### src/rtl/core/wsd_pkg.sv
package wsd_pkg;

  // parser phases
  typedef enum logic [2:0] {
    PH_HDR0 = 3'd0,
    PH_HDR1 = 3'd1,
    PH_EXT  = 3'd2,
    PH_KEY  = 3'd3,
    PH_DATA = 3'd4
  } phase_t;

  // length codes that bring an extended length
  localparam logic [6:0] LEN_EXT16 = 7'd126;
  localparam logic [6:0] LEN_EXT64 = 7'd127;

  // extended length sizes in bytes
  localparam logic [3:0] EXT16_BYTES = 4'd2;
  localparam logic [3:0] EXT64_BYTES = 4'd8;

  // padded width of the result tdata
  localparam int RES_TDATA_W = 24;

  // one result beat
  typedef struct packed {
    logic [7:0] data_byte;
    logic       has_data;
    logic       final_fragment;
    logic [2:0] reserved_bits;
    logic [3:0] frame_opcode;
    logic       was_masked;
    logic       last_in_frame;
  } result_t;

endpackage

### src/rtl/core/wsd_parser.sv
module wsd_parser (
  input  logic             clk,
  input  logic             rst,
  input  logic             in_valid,
  input  logic [7:0]       in_byte,
  output logic             res_valid,
  output wsd_pkg::result_t res
);

  wsd_pkg::phase_t phase, phase_next;
  logic [7:0]  flags, flags_next;
  logic        mask, mask_next;
  logic [3:0]  ext_left, ext_left_next;
  logic [63:0] rem, rem_next;
  logic [31:0] key, key_next;
  logic [1:0]  kidx, kidx_next;

  logic       emit;
  logic       emit_has;
  logic       emit_last;
  logic [7:0] emit_data;
  logic       len_done;
  logic       start;
  logic [7:0] key_byte;

  // key byte for the current payload position, most significant first
  always_comb begin
    case (kidx)
      2'd0:    key_byte = key[31:24];
      2'd1:    key_byte = key[23:16];
      2'd2:    key_byte = key[15:8];
      default: key_byte = key[7:0];
    endcase
  end

  // next state and result
  always_comb begin
    phase_next    = phase;
    flags_next    = flags;
    mask_next     = mask;
    ext_left_next = ext_left;
    rem_next      = rem;
    key_next      = key;
    kidx_next     = kidx;
    emit          = 1'b0;
    emit_has      = 1'b0;
    emit_last     = 1'b0;
    emit_data     = 8'd0;
    len_done      = 1'b0;
    start         = 1'b0;

    case (phase)
      wsd_pkg::PH_HDR1: begin
        mask_next = in_byte[7];
        rem_next  = 64'd0;
        kidx_next = 2'd0;
        key_next  = 32'd0;
        if (in_byte[6:0] == wsd_pkg::LEN_EXT16) begin
          ext_left_next = wsd_pkg::EXT16_BYTES;
          phase_next    = wsd_pkg::PH_EXT;
        end else if (in_byte[6:0] == wsd_pkg::LEN_EXT64) begin
          ext_left_next = wsd_pkg::EXT64_BYTES;
          phase_next    = wsd_pkg::PH_EXT;
        end else begin
          rem_next = {57'd0, in_byte[6:0]};
          len_done = 1'b1;
        end
      end
      wsd_pkg::PH_EXT: begin
        rem_next      = {rem[55:0], in_byte};
        ext_left_next = ext_left - 4'd1;
        if (ext_left_next == 4'd0) begin
          len_done = 1'b1;
        end
      end
      wsd_pkg::PH_KEY: begin
        key_next  = {key[23:0], in_byte};
        kidx_next = kidx + 2'd1;
        if (kidx_next == 2'd0) begin
          start = 1'b1;
        end
      end
      wsd_pkg::PH_DATA: begin
        emit      = 1'b1;
        emit_has  = 1'b1;
        emit_data = mask ? (in_byte ^ key_byte) : in_byte;
        kidx_next = kidx + 2'd1;
        rem_next  = rem - 64'd1;
        emit_last = (rem == 64'd1);
        if (emit_last) begin
          phase_next = wsd_pkg::PH_HDR0;
        end
      end
      default: begin
        flags_next = in_byte;
        phase_next = wsd_pkg::PH_HDR1;
      end
    endcase

    // length known: key follows or payload starts
    if (len_done) begin
      if (mask_next) begin
        phase_next = wsd_pkg::PH_KEY;
        kidx_next  = 2'd0;
        key_next   = 32'd0;
      end else begin
        start = 1'b1;
      end
    end

    // header complete: empty frame marker or payload
    if (start) begin
      kidx_next = 2'd0;
      if (rem_next == 64'd0) begin
        phase_next = wsd_pkg::PH_HDR0;
        emit       = 1'b1;
        emit_last  = 1'b1;
      end else begin
        phase_next = wsd_pkg::PH_DATA;
      end
    end
  end

  // result fields
  always_comb begin
    res_valid          = in_valid && emit;
    res.data_byte      = emit_data;
    res.has_data       = emit_has;
    res.final_fragment = flags[7];
    res.reserved_bits  = flags[6:4];
    res.frame_opcode   = flags[3:0];
    res.was_masked     = mask_next;
    res.last_in_frame  = emit_last;
  end

  // control state
  always_ff @(posedge clk) begin
    if (rst) begin
      phase    <= wsd_pkg::PH_HDR0;
      flags    <= 8'd0;
      mask     <= 1'b0;
      ext_left <= 4'd0;
      rem      <= 64'd0;
      key      <= 32'd0;
      kidx     <= 2'd0;
    end else if (in_valid) begin
      phase    <= phase_next;
      flags    <= flags_next;
      mask     <= mask_next;
      ext_left <= ext_left_next;
      rem      <= rem_next;
      key      <= key_next;
      kidx     <= kidx_next;
    end
  end

  // an empty-frame marker always closes its frame
  a_empty_is_last: assert property (@(posedge clk) disable iff (rst)
    res_valid && !res.has_data |-> res.last_in_frame)
    else $error("empty frame marker without last flag");

  // payload phase never runs with nothing left
  a_data_nonzero: assert property (@(posedge clk) disable iff (rst)
    phase == wsd_pkg::PH_DATA |-> rem != 64'd0)
    else $error("payload phase with zero count");

  // extended length phase always has bytes to collect
  a_ext_nonzero: assert property (@(posedge clk) disable iff (rst)
    phase == wsd_pkg::PH_EXT |-> ext_left != 4'd0)
    else $error("extended length phase with no bytes left");

  // key collection only for masked frames
  a_key_masked: assert property (@(posedge clk) disable iff (rst)
    phase == wsd_pkg::PH_KEY |-> mask)
    else $error("key phase on unmasked frame");

  // the last payload beat returns to header parsing
  a_last_to_hdr: assert property (@(posedge clk) disable iff (rst)
    in_valid && phase == wsd_pkg::PH_DATA && rem == 64'd1 |=> phase == wsd_pkg::PH_HDR0)
    else $error("frame end did not return to header");

endmodule

### src/rtl/core/websocket_frame_deframer_core.sv
// WebSocket frame deframer with payload unmasking.
// Input stream s_axis_*: one raw byte per beat, header and payload bytes
// back to back as they arrive from the connection.
// Output stream m_axis_*: one beat per payload byte, unmasked, with the
// header fields of its frame; a frame of length zero gives one beat with
// tuser low. tlast marks the final beat of each frame.
// Header, extended-length and mask-key bytes are absorbed and give no beat,
// except the byte that completes the header of an empty frame.
// Throughput: one byte per cycle unless m_axis stalls. A result appears on
// m_axis in the cycle after its input byte is accepted; the parse state and
// the unmask logic sit between the input handshake and one output register.
// s_axis_tready is high whenever the output register is empty or being
// drained in the same cycle, so a stalled receiver holds the stream after
// one pending beat; nothing is dropped.
// Reset (rst, synchronous) returns the parser to waiting for the first
// header byte of a frame and empties the output register.
module websocket_frame_deframer_core (
  input  logic                              clk,
  input  logic                              rst,
  input  logic                              s_axis_tvalid,
  output logic                              s_axis_tready,
  input  logic [7:0]                        s_axis_tdata,  // in_byte
  output logic                              m_axis_tvalid,
  input  logic                              m_axis_tready,
  // data_byte[7:0], final_fragment[8], reserved_bits[11:9],
  // frame_opcode[15:12], was_masked[16], zero fill [23:17]
  output logic [wsd_pkg::RES_TDATA_W-1:0]   m_axis_tdata,
  output logic                              m_axis_tuser,  // has_data
  output logic                              m_axis_tlast   // last_in_frame
);

  logic             in_accept;
  logic             res_valid;
  wsd_pkg::result_t res;
  wsd_pkg::result_t out_reg;

  assign s_axis_tready = !m_axis_tvalid || m_axis_tready;
  assign in_accept     = s_axis_tvalid && s_axis_tready;

  wsd_parser u_parser (
    .clk       (clk),
    .rst       (rst),
    .in_valid  (in_accept),
    .in_byte   (s_axis_tdata),
    .res_valid (res_valid),
    .res       (res)
  );

  // output register valid
  always_ff @(posedge clk) begin
    if (rst) begin
      m_axis_tvalid <= 1'b0;
    end else if (in_accept) begin
      m_axis_tvalid <= res_valid;
    end else if (m_axis_tready) begin
      m_axis_tvalid <= 1'b0;
    end
  end

  // output payload
  always_ff @(posedge clk) begin
    if (in_accept && res_valid) begin
      out_reg <= res;
    end
  end

  assign m_axis_tdata = {7'd0, out_reg.was_masked, out_reg.frame_opcode,
                         out_reg.reserved_bits, out_reg.final_fragment,
                         out_reg.data_byte};
  assign m_axis_tuser = out_reg.has_data;
  assign m_axis_tlast = out_reg.last_in_frame;

endmodule
### config.mk
export PLATFORM = sky130hd
export DESIGN_NAME = websocket_frame_deframer_core
export DESIGN_NICKNAME = d
export VERILOG_FILES = /design/src/rtl/core/wsd_pkg.sv /design/src/rtl/core/wsd_parser.sv /design/src/rtl/core/websocket_frame_deframer_core.sv
export SDC_FILE = /design/constraint.sdc
export NUM_CORES = 1
export LEC_CHECK = 0
export BUFFER_PORTS_ARGS = -buffer_cell sky130_fd_sc_hd__buf_2
export CELL_PAD_IN_SITES_DETAIL_PLACEMENT = 2
export CELL_PAD_IN_SITES_GLOBAL_PLACEMENT = 2
export CORE_ASPECT_RATIO = 1.75
export CORE_MARGIN = 2
export CORE_UTILIZATION = 37
export DETAILED_ROUTE_END_ITERATION = 16
export HOLD_SLACK_MARGIN = 0.02
export PLACE_DENSITY = 0.9
export SLEW_MARGIN = 25
export SYNTH_ARGS = -nofsm -noshare
export SYNTH_HDL_FRONTEND = slang
export SYNTH_SLANG_ARGS = --single-unit
### constraint.sdc
create_clock -name clk -period 5.8 [get_ports clk]
set_clock_uncertainty 0.05 [all_clocks]
set_input_delay 0.29 -clock clk [delete_from_list [all_inputs] [get_ports clk]]
set_output_delay 0.29 -clock clk [all_outputs]
set_load 0.03 [all_outputs]
==> metrics.txt <==
Place WS=368 ps; non-filler cells, final=1,578; fmax=184 MHz; routed via count=11,337; Async SR Flop Fraction=0; Overall Global Routing Usage=0.419; share of the yosys chip area belonging to registers=0.309; CTS Root Cell=clkbuf_16; endpoint type of the worst setup path=flop; fin crit share=0.939; Worst-Skew Late Latency=470 ps; DRC=0; first-pass GRT wire length=79,400 um; Yosys cell types=88; CP cell instances=buf_4 > nor3b_1 > o21ai_0 > o211a_1 > a21oi_2 > nor4b_1 > nand4_1 > nor4_1 > nand3_1 > o21ai_2 > buf_4; Final GP Congestion=1.11; vias in the first global route=12,023; dpl cells=1,545; flip-flop and latch area=2870 um^2; first-pass iteration count of the detailed router=6; cells after synthesis=1,280; minimum clock period after layout=5450 ps; status=finished, final reports clean; hold_ws=115 ps; number of synthesis warnings=0; largest net degree at the start of global routing=61; CP Buf/Inv Count=2; DRT Wirelength=53,700 um; Initial DRC Count=1,088; CP max FO=30; most frequently used flop master after synthesis=dfxtp_1; top post-synthesis cells by area=dfxtp_1 25%, nor2_1 7.3%, edfxtp_1 6.1%, a21oi_1 5.4%, nand2_1 5.2%; Die Span Y=214 um; Worst Path Arrival=5540 ps; initial antenna violation count=0; FILL cells=2,815; most numerous cell in the Yosys netlist=nor2_1; Core Rows=76; Synth Cell Area=9300 um^2; final hold viol count=0; die area=26,500 um^2; setup_tns=0 ps; DR vias/cell=7.18; IO buf count=32; area fraction of the dominant cell type after synthesis=0.248; Worst path slowest cell=dfxtp_2; measured slew at the worst slew-check pin=1150 ps; max-slew violations=0; final setup fails=0; WS Path Type=reg -> reg; # IOs=40; PnR Total Power=3710 uW; Routed Antenna Nets=0; max-cap violations=0; most used cell, CP=buf_4; Clock Pin Slew Worst Setup and Hold Paths=70 ps; Yosys reg bits=134; Synth area leader=dfxtp_1; Initial Util=0.378; Leak=0.00376 uW; NumNets Final=1,274; Post-CTS Setup Bufs=0; Num CTS Buffers=17; die span in x=124 um; Worst Path Required=5890 ps; multi-input combinational cell area=5870 um^2; routed length per instance=34.0 um; Core ar.=24,600 um^2; CTS tree=yes; share of layout cells above drive strength 1=0.123; CTS Buffer Depth=2; Area Overhead vs Synth=11.2%; normalized max-slew margin=0.211; Hold Path Class=in -> reg; pwr/cell area=359 nW/um^2; ANT cells=0; post-detail-place hpwl=37,100 um; CP Launch Type=flop; Avg Synthesized Cell Area=7.27 um^2; H-Tree Depth=4; worst stage delay on the critical path=680 ps; PnR worst setup slack=353 ps; Overflow after GRT=0; Top delay family on crit path=simple AND/OR/NAND/NOR gates; Max IR drop VDD=0.258 mV; clk sink count=134; commonest cells in the synthesized netlist=182 x nor2_1, 128 x nand2_1, 115 x dfxtp_1; unrepaired setup endpoints after global routing=no; Post-synth EDFFs=19
==> cell families (layout without fill, tap and decap cells) <==
family	Yosys count	after routing	synth area share
mux	19	19	0.0208
buf+inv	154	134	0.0670
other cells	1	7	0.000403
compound gates	358	358	0.260
xor+xnor	15	15	0.0141
flops	134	134	0.309
simple gates	588	588	0.315
fa+ha+maj	11	11	0.0143
==> placed cells by master, fill, tap and decap left out, drive strengths merged, types with 6 or more instances in the layout <==
master,instances
o31ai,6
nand2b,12
nor2,182
or4,15
clkbuf,21
xor2,8
a222oi,8
o211ai,8
or2,13
a22oi,43
nand2,128
buf,76
dfxtp,115
o311ai,6
xnor2,7
nor4b,8
and3,6
nor3,49
a31oi,15
inv,29
o21ai,63
edfxtp,19
nand4,35
a221oi,9
nor4,48
nand3,37
a211oi,20
or3,14
conb,7
a22o,8
ha,9
nand4b,7
a21oi,100
mux2i,16
nor2b,12
==> report_power, final <==
group	switching [uW]	internal, uW	total, uW	leakage [uW]
clock	495	696	1190	0.000298
sequential	100	992	1090	0.00111
combinational	1030	396	1430	0.00235
total	1630	2080	3710	0.00376
==> what timing repair did <==
action / CTS / global route
gates resized for setup: 0 / 1
hold buffers: 0 / 0
setup endpoints to repair: 0 / 19
==> metal layers <==
| layer | wire [um] | vias up | track usage |
|---|---|---|---|
| met1 | 17400 | 5595 | 0.419 |
| li1 | - | 4697 | - |
| met2 | 25900 | 701 | 0.689 |
| met4 | 6500 | 0 | 0.409 |
| met3 | 3860 | 344 | 0.103 |
| met5 | 0 | - | 0 |
==> final timing paths <==
check / start / to / slack [ps] / cells after the start
setup / recovery: u_parser.phase[0]$_SDFFE_PP0P_ / m_axis_tdata[9]$_DFFE_PP_ / 350 / 11
hold reg to reg: u_parser.flags[0]$_SDFFE_PP0P_ / m_axis_tdata[12]$_DFFE_PP_ / 390 / 0
hold / removal: s_axis_tvalid / m_axis_tvalid$_SDFFE_PP0P_ / 110 / 3
setup reg to reg: u_parser.phase[0]$_SDFFE_PP0P_ / m_axis_tdata[9]$_DFFE_PP_ / 350 / 11
==> worst min-delay path, delay by kind of cell <==
| kind | cells | cell delay, ps |
|---|---|---|
| compound gates | 2 | 170 |
| buf+inv | 1 | 130 |
==> sequential cells by signal, summed over array words and instances (netlist names) <==
name / count
u_parser.kidx: 2
m_axis_tvalid: 1
m_axis_tdata: 17
u_parser.mask: 1
u_parser.flags: 8
u_parser.key: 32
u_parser.rem: 64
m_axis_tuser: 1
u_parser.ext_left: 4
u_parser.phase: 3
m_axis_tlast: 1
==> layout make-up <==
| class | instances | share of cell area |
|---|---|---|
| sequential | 134 | 0.278 |
| timing repair buffer | 77 | 0.0484 |
| multi-input combinational | 998 | 0.568 |
| clock buffer | 20 | 0.0432 |
| clock inverter | 12 | 0.0162 |
| inverter | 25 | 0.00907 |
| tap | 312 | 0.0377 |
==> per-stage QoR <==
step,utilization,area (um^2)
global route,0.420,10300
detailed placement,0.394,9710
CTS,0.419,10300
finish,0.420,10300
global placement,0.394,9700
floorplan,-,9320
(Power assumes the default switching activity.)
